File: src/rtl/core/cpx_pwm_pkg.sv
package cpx_pwm_pkg;

   // Field widths fixed by the interface
   localparam int FUNC_W   = 1;
   localparam int INDEX_W  = 5;
   localparam int BRIGHT_W = 7;
   localparam int SENSE_W  = 3;
   localparam int COLOUT_W = 3;
   localparam int KEY_W    = 4;

   // Word function codes
   localparam logic [FUNC_W-1:0] FUNC_TICK  = 1'b0;
   localparam logic [FUNC_W-1:0] FUNC_WRITE = 1'b1;

   // Sense line bit positions (active low)
   localparam int SENSE_RIGHT  = 0;
   localparam int SENSE_BUTTON = 1;
   localparam int SENSE_LEFT   = 2;

   // Key code base values and the step between switches
   localparam logic [1:0] KEY_RIGHT  = 2'd1;
   localparam logic [1:0] KEY_BUTTON = 2'd2;
   localparam logic [1:0] KEY_LEFT   = 2'd3;
   localparam logic [2:0] KEY_STRIDE = 3'd3;

   // PWM top value after reset
   localparam logic [BRIGHT_W-1:0] PWM_TOP_RESET = 7'd99;

   typedef enum logic [1:0] {
      SW_IDLE   = 2'd0,
      SW_LEFT   = 2'd1,
      SW_BUTTON = 2'd2,
      SW_RIGHT  = 2'd3
   } sw_state_type;

endpackage

File: src/rtl/core/charlieplex_pwm_and_switch_scan.sv
// Charlieplexed LED PWM driver with three-way switch scan.
//
// Request channel (req_valid / req_stall): each word is either a brightness
// write (req_func = write) that stores req_brightness for LED req_led_index
// and gives no response, or a scan tick that advances the column and the PWM
// counter, decodes req_sense_lines for the switch on the new column, and
// gives one response word: column driven low, pins driven high, switch state,
// change flag and last key code. Writes to LEDs past the last one are dropped.
// csr_wr_en / csr_wr_data load the PWM top value; write it only while idle.
//
// Throughput: one word per cycle while req_stall is low, writes and ticks in
// any mix. A tick's response passes through the registered read of the
// brightness lanes and then the LED compare into the output register.
// Stall: while rsp_stall holds a response, the pipeline fills its one inner
// stage and then raises req_stall; nothing is dropped or repeated.
// Reset (synchronous): column 0, PWM counter 0, PWM top 99, all switches idle,
// last key 0, all LEDs dark; the brightness valid bits are cleared at once.
module charlieplex_pwm_and_switch_scan #(
   parameter int NUM_PINS = 5
) (
   input  logic                                   clock,
   input  logic                                   reset,
   input  logic                                   req_valid,
   output logic                                   req_stall,
   input  logic [cpx_pwm_pkg::FUNC_W-1:0]         req_func,
   input  logic [cpx_pwm_pkg::INDEX_W-1:0]        req_led_index,
   input  logic [cpx_pwm_pkg::BRIGHT_W-1:0]       req_brightness,
   input  logic [cpx_pwm_pkg::SENSE_W-1:0]        req_sense_lines,
   output logic                                   rsp_valid,
   input  logic                                   rsp_stall,
   output logic [cpx_pwm_pkg::COLOUT_W-1:0]       rsp_active_column,
   output logic [NUM_PINS-1:0]                    rsp_high_mask,
   output logic [1:0]                             rsp_switch_state,
   output logic                                   rsp_state_changed,
   output logic [cpx_pwm_pkg::KEY_W-1:0]          rsp_key_code,
   input  logic                                   csr_wr_en,
   input  logic [cpx_pwm_pkg::BRIGHT_W-1:0]       csr_wr_data
);

   localparam int LPC      = NUM_PINS - 1;
   localparam int NUM_LEDS = NUM_PINS * LPC;
   localparam int COL_W    = $clog2(NUM_PINS);
   localparam int LANE_W   = $clog2(LPC);
   localparam int POS_W    = COL_W + 1;
   localparam int BW       = cpx_pwm_pkg::BRIGHT_W;

   // Handshake
   logic out_ready;
   logic req_accept;
   logic tick_accept;
   logic wr_accept;

   // Write address split
   logic              wr_in_range;
   logic [COL_W-1:0]  wr_col;
   logic [LANE_W-1:0] wr_lane;

   // Scan state
   logic [COL_W-1:0]              column_phase_ff;
   logic [COL_W-1:0]              col_next;
   logic [BW-1:0]                 pwm_count_ff;
   logic [BW-1:0]                 pwm_next;
   logic [BW:0]                   pwm_inc;
   logic [BW-1:0]                 pwm_top_ff;
   cpx_pwm_pkg::sw_state_type     switch_states_ff [NUM_PINS];
   cpx_pwm_pkg::sw_state_type     sw_decoded;
   logic                          sw_pressed;
   logic [1:0]                    key_base;
   logic [cpx_pwm_pkg::KEY_W:0]   key_sum;
   logic [cpx_pwm_pkg::KEY_W-1:0] last_key_ff;
   logic [cpx_pwm_pkg::KEY_W-1:0] last_key_in;

   // Brightness lanes: one memory per LED offset, addressed by column
   logic [BW-1:0]  bright_mem [LPC][NUM_PINS];
   logic [LPC-1:0] bright_vld_ff [NUM_PINS];

   // Inner stage
   logic                          s1_valid_ff;
   logic                          s1_valid_in;
   logic [COL_W-1:0]              s1_col_ff;
   logic [BW-1:0]                 s1_pwm_ff;
   cpx_pwm_pkg::sw_state_type     s1_state_ff;
   logic                          s1_changed_ff;
   logic [cpx_pwm_pkg::KEY_W-1:0] s1_key_ff;
   logic [BW-1:0]                 s1_bright_ff [LPC];
   logic [LPC-1:0]                s1_vld_ff;

   // Output stage
   logic                          rsp_valid_ff;
   logic                          rsp_valid_in;
   logic [NUM_PINS-1:0]           mask_in;
   logic [COL_W-1:0]              rsp_col_ff;
   logic [NUM_PINS-1:0]           rsp_mask_ff;
   cpx_pwm_pkg::sw_state_type     rsp_state_ff;
   logic                          rsp_changed_ff;
   logic [cpx_pwm_pkg::KEY_W-1:0] rsp_key_ff;

   // Stall the request side only when the inner stage cannot move on
   assign out_ready   = !rsp_valid_ff || !rsp_stall;
   assign req_stall   = s1_valid_ff && !out_ready;
   assign req_accept  = req_valid && !req_stall;
   assign tick_accept = req_accept && (req_func == cpx_pwm_pkg::FUNC_TICK);
   assign wr_accept   = req_accept && (req_func == cpx_pwm_pkg::FUNC_WRITE) && wr_in_range;

   // Split the LED index into column and offset by threshold compares
   always_comb begin
      wr_in_range = int'(req_led_index) < NUM_LEDS;
      wr_col = '0;
      for (int k = 1; k < NUM_PINS; k++) begin
         if (int'(req_led_index) >= k * LPC) begin
            wr_col = COL_W'(k);
         end
      end
      wr_lane = LANE_W'(int'(req_led_index) - int'(wr_col) * LPC);
   end

   // Advance column and PWM counter
   always_comb begin
      col_next = (column_phase_ff == COL_W'(NUM_PINS - 1)) ? '0 : column_phase_ff + 1'b1;
      pwm_inc  = {1'b0, pwm_count_ff} + 1'b1;
      pwm_next = (pwm_inc > {1'b0, pwm_top_ff}) ? '0 : pwm_inc[BW-1:0];
   end

   // Decode the switch with priority right, button, left
   always_comb begin
      sw_pressed = 1'b1;
      if (!req_sense_lines[cpx_pwm_pkg::SENSE_RIGHT]) begin
         sw_decoded = cpx_pwm_pkg::SW_RIGHT;
         key_base   = cpx_pwm_pkg::KEY_RIGHT;
      end else if (!req_sense_lines[cpx_pwm_pkg::SENSE_BUTTON]) begin
         sw_decoded = cpx_pwm_pkg::SW_BUTTON;
         key_base   = cpx_pwm_pkg::KEY_BUTTON;
      end else if (!req_sense_lines[cpx_pwm_pkg::SENSE_LEFT]) begin
         sw_decoded = cpx_pwm_pkg::SW_LEFT;
         key_base   = cpx_pwm_pkg::KEY_LEFT;
      end else begin
         sw_pressed = 1'b0;
         sw_decoded = cpx_pwm_pkg::SW_IDLE;
         key_base   = '0;
      end
      key_sum     = (cpx_pwm_pkg::KEY_W + 1)'(col_next) *
                    (cpx_pwm_pkg::KEY_W + 1)'(cpx_pwm_pkg::KEY_STRIDE) +
                    (cpx_pwm_pkg::KEY_W + 1)'(key_base);
      last_key_in = sw_pressed ? key_sum[cpx_pwm_pkg::KEY_W-1:0] : last_key_ff;
   end

   // Scan state and configuration
   always_ff @(posedge clock) begin
      if (reset) begin
         column_phase_ff <= '0;
         pwm_count_ff    <= '0;
         pwm_top_ff      <= cpx_pwm_pkg::PWM_TOP_RESET;
         last_key_ff     <= '0;
         for (int i = 0; i < NUM_PINS; i++) begin
            switch_states_ff[i] <= cpx_pwm_pkg::SW_IDLE;
         end
      end else begin
         if (csr_wr_en) begin
            pwm_top_ff <= csr_wr_data;
         end
         if (tick_accept) begin
            column_phase_ff            <= col_next;
            pwm_count_ff               <= pwm_next;
            last_key_ff                <= last_key_in;
            switch_states_ff[col_next] <= sw_decoded;
         end
      end
   end

   // Mark written brightness entries; unwritten ones read as dark
   always_ff @(posedge clock) begin
      if (reset) begin
         for (int i = 0; i < NUM_PINS; i++) begin
            bright_vld_ff[i] <= '0;
         end
      end else if (wr_accept) begin
         bright_vld_ff[wr_col][wr_lane] <= 1'b1;
      end
   end

   // Write one lane, read the whole column row on a tick
   always_ff @(posedge clock) begin
      for (int n = 0; n < LPC; n++) begin
         if (wr_accept && (wr_lane == LANE_W'(n))) begin
            bright_mem[n][wr_col] <= req_brightness;
         end
         if (tick_accept) begin
            s1_bright_ff[n] <= bright_mem[n][col_next];
         end
      end
   end

   // Inner stage capture
   assign s1_valid_in = tick_accept ? 1'b1 : (out_ready ? 1'b0 : s1_valid_ff);

   always_ff @(posedge clock) begin
      if (reset) begin
         s1_valid_ff <= 1'b0;
      end else begin
         s1_valid_ff <= s1_valid_in;
      end
   end

   always_ff @(posedge clock) begin
      if (tick_accept) begin
         s1_col_ff     <= col_next;
         s1_pwm_ff     <= pwm_next;
         s1_state_ff   <= sw_decoded;
         s1_changed_ff <= switch_states_ff[col_next] != sw_decoded;
         s1_key_ff     <= last_key_in;
         s1_vld_ff     <= bright_vld_ff[col_next];
      end
   end

   // Build the high-pin mask from the column's brightness row
   always_comb begin
      logic [POS_W-1:0] pos;
      logic [BW-1:0]    level;
      mask_in = '0;
      for (int n = 0; n < LPC; n++) begin
         level = s1_vld_ff[n] ? s1_bright_ff[n] : '0;
         pos   = POS_W'(s1_col_ff) + POS_W'(n + 1);
         if (pos >= POS_W'(NUM_PINS)) begin
            pos = pos - POS_W'(NUM_PINS);
         end
         if (level > s1_pwm_ff) begin
            mask_in[pos[COL_W-1:0]] = 1'b1;
         end
      end
   end

   // Output register
   assign rsp_valid_in = out_ready ? s1_valid_ff : rsp_valid_ff;

   always_ff @(posedge clock) begin
      if (reset) begin
         rsp_valid_ff <= 1'b0;
      end else begin
         rsp_valid_ff <= rsp_valid_in;
      end
   end

   always_ff @(posedge clock) begin
      if (out_ready && s1_valid_ff) begin
         rsp_col_ff     <= s1_col_ff;
         rsp_mask_ff    <= mask_in;
         rsp_state_ff   <= s1_state_ff;
         rsp_changed_ff <= s1_changed_ff;
         rsp_key_ff     <= s1_key_ff;
      end
   end

   assign rsp_valid         = rsp_valid_ff;
   assign rsp_active_column = cpx_pwm_pkg::COLOUT_W'(rsp_col_ff);
   assign rsp_high_mask     = rsp_mask_ff;
   assign rsp_switch_state  = rsp_state_ff;
   assign rsp_state_changed = rsp_changed_ff;
   assign rsp_key_code      = rsp_key_ff;

endmodule

File: config.mk
export PLATFORM = sky130hd
export DESIGN_NAME = charlieplex_pwm_and_switch_scan
export DESIGN_NICKNAME = d
export VERILOG_FILES = /design/src/rtl/core/cpx_pwm_pkg.sv /design/src/rtl/core/charlieplex_pwm_and_switch_scan.sv
export SDC_FILE = /design/constraint.sdc
export NUM_CORES = 1
export LEC_CHECK = 0
export CORE_AREA = 2 2 151 153
export DETAILED_ROUTE_END_ITERATION = 10
export DIE_AREA = 0 0 153 155
export DONT_BUFFER_PORTS = 1
export GPL_TIMING_DRIVEN = 0
export PLACE_DENSITY = 0.77
export SLEW_MARGIN = 30
export SYNTH_ARGS = -nofsm -noshare
export SYNTH_HDL_FRONTEND = slang
export SYNTH_SLANG_ARGS = --single-unit
export TNS_END_PERCENT = 10
File: constraint.sdc
create_clock -name clock -period 4.01 [get_ports clock]
set_clock_uncertainty 0.2 [all_clocks]
set_input_delay 0 -clock clock [delete_from_list [all_inputs] [get_ports clock]]
set_output_delay 0 -clock clock [all_outputs]
set_load 0.1 [all_outputs]
==> impl_metrics.prom, run 1 <==
# TYPE chip_impl_metric gauge
chip_impl_info{name="cell_type_of_the_slowest_stage_on_the_worst_timing_path",value="clkbuf_1"} 1
chip_impl_metric{name="switching_share",unit="%"} 23.49
chip_impl_metric{name="floorplan.initialDensity",unit="%"} 53.49
chip_impl_metric{name="drt_iter0_drcs",unit=""} 659
chip_impl_metric{name="critical_path_max_stage_delay",unit="ps"} 580
chip_impl_metric{name="gpl.final_weighted_congestion",unit=""} 0.8797
chip_impl_metric{name="maximum_fanout_along_the_worst_path",unit=""} 13
chip_impl_metric{name="power.total",unit="mW"} 6.210
chip_impl_metric{name="yosysSeqAreaShare",unit="%"} 64.82
chip_impl_metric{name="wl_per_cell",unit="µm"} 19.32
chip_impl_metric{name="synth_top_area_share",unit="%"} 55.56
chip_impl_metric{name="power_frac_clock",unit="%"} 38.8
chip_impl_metric{name="clock-sinks",unit=""} 275
chip_impl_metric{name="post-route-cell-area",unit="µm²"} 13550
chip_impl_metric{name="net_load_switching_power",unit="mW"} 1.459
chip_impl_metric{name="cts_resized",unit=""} 0
chip_impl_metric{name="pwr-share-comb",unit="%"} 9.2
chip_impl_metric{name="floorplan.die.height",unit="µm"} 155
chip_impl_metric{name="yosysWarningCount",unit=""} 0
chip_impl_info{name="yosys.cell_count.top_type",value="edfxtp_1"} 1
chip_impl_metric{name="worst_ep_arrival_time",unit="ps"} 4040
chip_impl_metric{name="number_of_global_route_vias_before_repair",unit=""} 7802
chip_impl_metric{name="core_area",unit="µm²"} 22230
chip_impl_info{name="netlist_top_cells_count",value="edfxtp_1 (220), nand2_1 (113), nor2_1 (88), a21oi_1 (82), o22ai_1 (56)"} 1
chip_impl_metric{name="ys_types",unit=""} 56
chip_impl_metric{name="fin_tns_setup",unit="ps"} 0
chip_impl_metric{name="slew_viol_final",unit=""} 0
chip_impl_metric{name="grt_start_max_net_pins",unit=""} 33
chip_impl_metric{name="number_of_synthesized_flops_with_an_enable_pin",unit=""} 220
chip_impl_metric{name="antenna_violations_before_repair",unit=""} 0
chip_impl_metric{name="clk_pin_slew",unit="ps"} 60
chip_impl_metric{name="finalWorstSetupSlack",unit="ps"} 242.8
chip_impl_metric{name="globalRouteOverflowTotal",unit=""} 0
chip_impl_info{name="clock_tree.root_cell",value="clkbuf_16"} 1
chip_impl_metric{name="final_net_count",unit=""} 1132
chip_impl_metric{name="syn2layout_area_growth",unit="%"} 14.00
chip_impl_metric{name="avgSynthCellArea",unit="µm²"} 12.18
chip_impl_metric{name="worst_slew_margin_rel",unit="%"} 38.58
chip_impl_metric{name="chipWidth",unit="µm"} 153
chip_impl_metric{name="cp.required",unit="ps"} 4290
chip_impl_metric{name="mappedNetlistNets",unit=""} 1059
chip_impl_metric{name="finalHoldViolations",unit=""} 0
chip_impl_metric{name="max-clock-path-buffers",unit=""} 3
chip_impl_metric{name="floorplan.rows",unit=""} 55
chip_impl_metric{name="max_cap_viol_count",unit=""} 0
chip_impl_metric{name="setup_viol_count_final",unit=""} 0
chip_impl_info{name="synth_flop_cell",value="edfxtp_1"} 1
chip_impl_info{name="endpoint_class_of_the_critical_path",value="register"} 1
chip_impl_info{name="synth_top_cells_by_area",value="edfxtp_1 (56%), dfxtp_1 (9.3%), ha_1 (5.5%)"} 1
chip_impl_info{name="outcome",value="completed"} 1
chip_impl_info{name="timing.critical_path.from_type",value="register"} 1
chip_impl_metric{name="pwr_density_cell",unit="nW/µm²"} 458.2
chip_impl_metric{name="synth.cell_area",unit="µm²"} 11890
chip_impl_metric{name="overall_die_area",unit="µm²"} 23720
chip_impl_metric{name="seq_power_share",unit="%"} 52.0
chip_impl_metric{name="n_antenna_cell",unit=""} 0
chip_impl_metric{name="drt_first_pass_iters",unit=""} 5
chip_impl_info{name="worstPathCellList",value="inv_2, ha_1, nand2_2, nand2_1, inv_1, clkbuf_1, fa_1, ha_1, inv_1, fa_1, a21oi_1, mux2i_1, nor2_1"} 1
chip_impl_metric{name="ant_nets",unit=""} 0
chip_impl_metric{name="dp.final_hpwl",unit="µm"} 17440
chip_impl_info{name="timing.setup.critical_path_class",value="reg -> reg"} 1
chip_impl_metric{name="insertion_delay",unit="ps"} 540
chip_impl_metric{name="detailedPlace.worstSlack",unit="ps"} 37.74
chip_impl_metric{name="wl",unit="µm"} 26180
chip_impl_metric{name="track_usage",unit="%"} 22.30
chip_impl_metric{name="ios",unit=""} 45
chip_impl_metric{name="clock.fmax",unit="GHz"} 0.2654
chip_impl_metric{name="internal_power",unit="mW"} 4.752
chip_impl_info{name="yosys.area.top_type",value="edfxtp_1"} 1
chip_impl_metric{name="fin_hold_ws",unit="ps"} 20.16
chip_impl_metric{name="cts_htree_levels",unit=""} 1
chip_impl_metric{name="route.vias.total",unit=""} 7975
chip_impl_metric{name="post-route-drc-count",unit=""} 0
chip_impl_metric{name="netlist_instances",unit=""} 976
chip_impl_metric{name="worst_ir_drop_vdd",unit="V"} 0.0003555
chip_impl_metric{name="synth_seq_cells",unit=""} 275
chip_impl_info{name="min_path_type",value="in -> reg"} 1
chip_impl_metric{name="postPlaceCellArea",unit="µm²"} 12280
chip_impl_metric{name="async_reset_ff_share",unit="%"} 0
chip_impl_metric{name="post-route-period-util",unit="%"} 93.95
chip_impl_info{name="clock_tree_from_tritoncts",value="built"} 1
chip_impl_metric{name="route.detailed.vias_per_inst",unit=""} 5.886
chip_impl_metric{name="io_buffer_count",unit=""} 0
chip_impl_metric{name="finalCriticalPeriod",unit="ps"} 3767
chip_impl_metric{name="worst_pin_slew",unit="ps"} 918.2
chip_impl_metric{name="p_leak",unit="nW"} 4.839
chip_impl_metric{name="drive_gt1_share",unit="%"} 7.570
chip_impl_metric{name="cts_buffers",unit=""} 27
chip_impl_info{name="grt_setup_unrepaired",value="no"} 1
chip_impl_metric{name="grt_pass1_wl",unit="µm"} 41490
## stage by stage
step           cells  util (%)
2_1_floorplan    976         -
3_3_place_gp    1261     55.10
3_5_place_dp    1263     55.24
4_1_cts         1356     60.99
5_1_grt         1355     60.98
6_report        1355     60.98
## power by group through the flow
stage / logic [mW] / clock network, mW / registers, mW
floorplan: 0.362 / 0 / 3.28
global placement: 0.478 / 0 / 3.29
detailed placement: 0.500 / 0 / 3.29
CTS: 0.564 / 2.42 / 3.23
global route: 0.633 / 2.54 / 3.24
finish: 0.571 / 2.41 / 3.23
## cell type report
cell class	instances	area (µm²)
Fill cell	1691	8673
Clock buffer	38	758.2
Buffer	52	212.7
Sequential cell	275	7709
Clock inverter	12	88.84
Timing Repair Buffer	45	457.9
Multi-Input combinational cell	608	3820
Tap cell	285	356.6
Inverter	40	151.4
## flip-flops by register name (all words and copies together) (netlist names), 5 cells and up
signal            cells
pwm_count_ff          7
bright_mem          140
switch_states_ff     16
rsp_high_mask         5
s1_pwm_ff             7
bright_vld_ff        32
s1_bright_ff         28
pwm_top_ff            7
## worst paths after layout
path / depth (start not counted) / from / slack, ps / to
worst max-delay path: 13 / column_phase_ff[0]$_SDFFE_PP0P_ / 240 / last_key_ff[2]$_SDFFE_PP0P_
worst min-delay path: 5 / req_valid / 20 / column_phase_ff[1]$_SDFFE_PP0P_
worst max register to register: 13 / column_phase_ff[0]$_SDFFE_PP0P_ / 240 / last_key_ff[2]$_SDFFE_PP0P_
worst min register to register: 0 / s1_key_ff[0]$_DFFE_PP_ / 220 / rsp_key_code[0]$_DFFE_PP_
## repair_timing
item / CTS / global route
hold endpoints to repair: 357 / 0
hold buffers: 43 / 0
buffers inserted: 0 / 0
endpoints found under the setup margin: 0 / 4
## cell usage in the layout (no fill, tap or decap), types with 4 or more instances in the layout
cell           count
ha_1              52
xor2_1             5
and2_1            26
buf_2             14
nor2b_1           11
dfxtp_1           54
clkinv_2           8
mux2i_1           11
o21ai_1            8
nand2b_1           6
nand2_1          113
edfxtp_1         220
clkbuf_1          39
nor3_1            13
a21oi_1           82
o221ai_1           8
a221oi_1           4
nand3_1           14
inv_1             34
a32oi_1            4
buf_1              7
a31oi_1            6
o21a_1            19
xnor2_1            7
nor2_1            88
mux4_2             5
clkbuf_16         28
o21ai_0           10
or3_1              5
nand4_1           10
inv_2              5
o22ai_1           56
dlygate4sd3_1     43
## metal layers
metal,up-vias,share of wire [%],routed length (µm),track usage [%]
met5,-,0,0,0
met4,0,2.7,719,7.451
met3,58,8.6,2251,4.345
met2,372,48,12650,37.24
met1,3816,40,10560,29.66
li1,3729,-,-,-
## cell families (layout without fill, tap and decap cells)
kind of cell	count (synthesis)	count (layout)	share of synthesized area [%]
xor gates and xnor gates	12	12	0.8839
adders and majority gates	55	55	5.977
muxes	18	18	2.063
and+or+nand+nor	300	300	11.48
buffers and inverters	93	187	3.083
DFF	275	275	64.82
AOI/OAI and AO/OA	223	223	11.69
## worst max-delay path: cells and delay by family (launching register included)
kind | cells | cell delay, ps
compound gates | 1 | 220
simple gates | 3 | 280
fa+ha+maj | 4 | 1410
flops | 1 | 490
buf+inv | 4 | 990
mux | 1 | 110
Power figures use the tool's default switching activity.
==> run 2, diff against run 1 <==
Settings changed: BUFFER_PORTS_ARGS from default to -buffer_cell sky130_fd_sc_hd__buf_2, DONT_BUFFER_PORTS 1 to default, PLACE_DENSITY 0.77 to 0.79.
Clock period 4.01 ns to 4.27 ns, I/O delays scaled along.
==> run 2 against run 1 <==
Compared with the run above:
- design area is 1.6% higher
- sequential power decreased by 7.1%
- power is 5.8% lower
- final cell count grew 3.0%
- fmax shrank 5.3%
- die area is the same
- worst setup slack gained 51 ps
- highest routed layer unchanged
==> impl_metrics.prom, run 2 (synthesis gave the netlist of run 1 again) <==
# TYPE chip_impl_metric gauge
chip_impl_metric{name="post-route-cell-area",unit="µm²"} 13770
chip_impl_metric{name="fin_tns_setup",unit="ps"} 0
chip_impl_info{name="largest_registers",value="bright_mem: 140 flops, bright_vld_ff: 32 flops, s1_bright_ff: 28 flops"} 1
chip_impl_metric{name="setup_viol_count_final",unit=""} 0
chip_impl_metric{name="cts_buffers",unit=""} 26
chip_impl_metric{name="antenna_violations_before_repair",unit=""} 0
chip_impl_metric{name="grt_start_max_net_pins",unit=""} 32
chip_impl_metric{name="n_antenna_cell",unit=""} 0
chip_impl_metric{name="clock-sinks",unit=""} 275
chip_impl_metric{name="clk_pin_slew",unit="ps"} 70
chip_impl_metric{name="dp.final_hpwl",unit="µm"} 17110
chip_impl_metric{name="pwr_density_cell",unit="nW/µm²"} 424.7
chip_impl_metric{name="overall_die_area",unit="µm²"} 23720
chip_impl_metric{name="final_net_count",unit=""} 1173
chip_impl_metric{name="worst_ir_drop_vdd",unit="V"} 0.0003278
chip_impl_info{name="layout.cells.most_common",value="edfxtp_1"} 1
chip_impl_info{name="timing.critical_path.from_type",value="register"} 1
chip_impl_metric{name="postPlaceCellArea",unit="µm²"} 12500
chip_impl_metric{name="drt_first_pass_iters",unit=""} 5
chip_impl_metric{name="cts_resized",unit=""} 0
chip_impl_info{name="layout.cells.most_common_list",value="edfxtp_1 (220), nand2_1 (113), nor2_1 (88), a21oi_1 (82)"} 1
chip_impl_metric{name="detailedPlace.worstSlack",unit="ps"} 370.1
chip_impl_metric{name="cp.required",unit="ps"} 4540
chip_impl_metric{name="drt_iter0_drcs",unit=""} 840
chip_impl_metric{name="floorplan.die.height",unit="µm"} 155
chip_impl_metric{name="finalWorstSetupSlack",unit="ps"} 293.3
chip_impl_metric{name="floorplan.rows",unit=""} 55
chip_impl_metric{name="clock.fmax",unit="GHz"} 0.2515
chip_impl_metric{name="cts.hold.buffers_added",unit=""} 42
chip_impl_info{name="timing.setup.critical_path_class",value="reg -> reg"} 1
chip_impl_metric{name="finalCriticalPeriod",unit="ps"} 3977
chip_impl_metric{name="route.vias.total",unit=""} 8065
chip_impl_metric{name="core_area",unit="µm²"} 22230
chip_impl_metric{name="globalRouteOverflowTotal",unit=""} 0
chip_impl_metric{name="io_buffer_count",unit=""} 42
chip_impl_metric{name="finalHoldViolations",unit=""} 0
chip_impl_metric{name="syn2layout_area_growth",unit="%"} 15.79
chip_impl_info{name="clock_tree_from_tritoncts",value="built"} 1
chip_impl_info{name="clock_tree.root_cell",value="clkbuf_16"} 1
chip_impl_info{name="largest-register",value="bright_mem"} 1
chip_impl_metric{name="floorplan.initialDensity",unit="%"} 53.49
chip_impl_info{name="min_path_type",value="in -> reg"} 1
chip_impl_metric{name="post-route-drc-count",unit=""} 0
chip_impl_metric{name="worst_pin_slew",unit="ps"} 828.6
chip_impl_metric{name="ant_nets",unit=""} 0
chip_impl_metric{name="final_core_utilization",unit="%"} 61.94
chip_impl_metric{name="worst_slew_margin_rel",unit="%"} 44.39
chip_impl_metric{name="insertion_delay",unit="ps"} 540
chip_impl_metric{name="track_usage",unit="%"} 21.84
chip_impl_metric{name="wl_per_cell",unit="µm"} 18.56
chip_impl_metric{name="route.detailed.vias_per_inst",unit=""} 5.781
chip_impl_metric{name="wl",unit="µm"} 25900
chip_impl_metric{name="gpl.final_weighted_congestion",unit=""} 0.8724
chip_impl_metric{name="chipWidth",unit="µm"} 153
chip_impl_metric{name="number_of_global_route_vias_before_repair",unit=""} 7883
chip_impl_metric{name="ios",unit=""} 45
chip_impl_metric{name="slew_viol_final",unit=""} 0
chip_impl_info{name="endpoint_class_of_the_critical_path",value="register"} 1
chip_impl_metric{name="max-clock-path-buffers",unit=""} 3
chip_impl_metric{name="drive_gt1_share",unit="%"} 10.99
chip_impl_metric{name="power.total",unit="mW"} 5.848
chip_impl_metric{name="largest_register_ffs",unit=""} 140
chip_impl_metric{name="max_cap_viol_count",unit=""} 0
chip_impl_metric{name="cts_htree_levels",unit=""} 1
chip_impl_metric{name="p_leak",unit="nW"} 5.006
chip_impl_metric{name="worst_ep_arrival_time",unit="ps"} 4250
chip_impl_metric{name="maximum_fanout_along_the_worst_path",unit=""} 12
chip_impl_info{name="outcome",value="completed"} 1
chip_impl_info{name="grt_setup_unrepaired",value="no"} 1
chip_impl_metric{name="cts_post_setup_buffers_inserted",unit=""} 0
chip_impl_metric{name="post-route-period-util",unit="%"} 93.13
chip_impl_metric{name="reg2reg_slack",unit="ps"} 290
chip_impl_metric{name="grt_pass1_wl",unit="µm"} 40920
-- run 2: cell types whose count changed in the layout (fill, tap and decap cells not counted), moves of 2 or more --
cell	before	now
clkinv_1	2	4
clkbuf_1	39	35
buf_2	14	56
clkinv_2	8	6
clkinv_4	0	2
-- run 2: layer usage --
layer  vias up  part of all wire [%]  global-route usage [%]
met5         -                     0                       0
met4         0                   3.1                   7.981
met3        65                   8.1                   3.315
met2       362                    48                   36.86
met1      3828                    41                   29.05
li1       3810                     -                       -
-- run 2: final cells by class --
cell class	instances	area, µm²
sequential	275	7707
buffer	53	216.5
clock buffer	33	718.2
multi-input combinational	608	3820
fill	1651	8459
clock inverter	15	132.6
inverter	40	151.4
timing repair buffer	86	665.6
tap	285	356.6
-- run 2: final timing paths --
kind	start	end	depth (start not counted)
worst min-delay path	req_valid	pwm_count_ff[6]$_SDFFE_PP0P_	6
worst max register to register	column_phase_ff[0]$_SDFFE_PP0P_	last_key_ff[2]$_SDFFE_PP0P_	14
worst max-delay path	column_phase_ff[0]$_SDFFE_PP0P_	last_key_ff[2]$_SDFFE_PP0P_	14
worst min register to register	s1_key_ff[0]$_DFFE_PP_	rsp_key_code[0]$_DFFE_PP_	0
-- run 2: power breakdown --
| group | total [mW] | internal, mW | switching [mW] |
|---|---|---|---|
| clock | 2.27 | 1.31 | 0.959 |
| combinational | 0.581 | 0.202 | 0.379 |
| sequential | 3.00 | 2.97 | 0.0260 |
| total | 5.85 | 4.48 | 1.36 |
-- run 2: metrics by stage --
| step | instances | hold WS, ps |
|---|---|---|
| finish | 1395 | 46.63 |
| CTS | 1395 | 39.55 |
| detailed placement | 1305 | 23.39 |
| floorplan | 976 | -101.1 |
| global route | 1395 | 75.77 |
| global placement | 1303 | 14.48 |
-- run 2: worst max-delay path, cell delays in order, from the launching register on --
cell and delay, ps:
dfxtp_1 500, inv_2 100, ha_1 230, nand2_2 110
nand2_4 100, inv_2 200, buf_2 290, buf_1 600
fa_1 520, ha_1 210, inv_1 70, fa_1 400
a21oi_1 180, mux2i_1 100, nor2_1 90
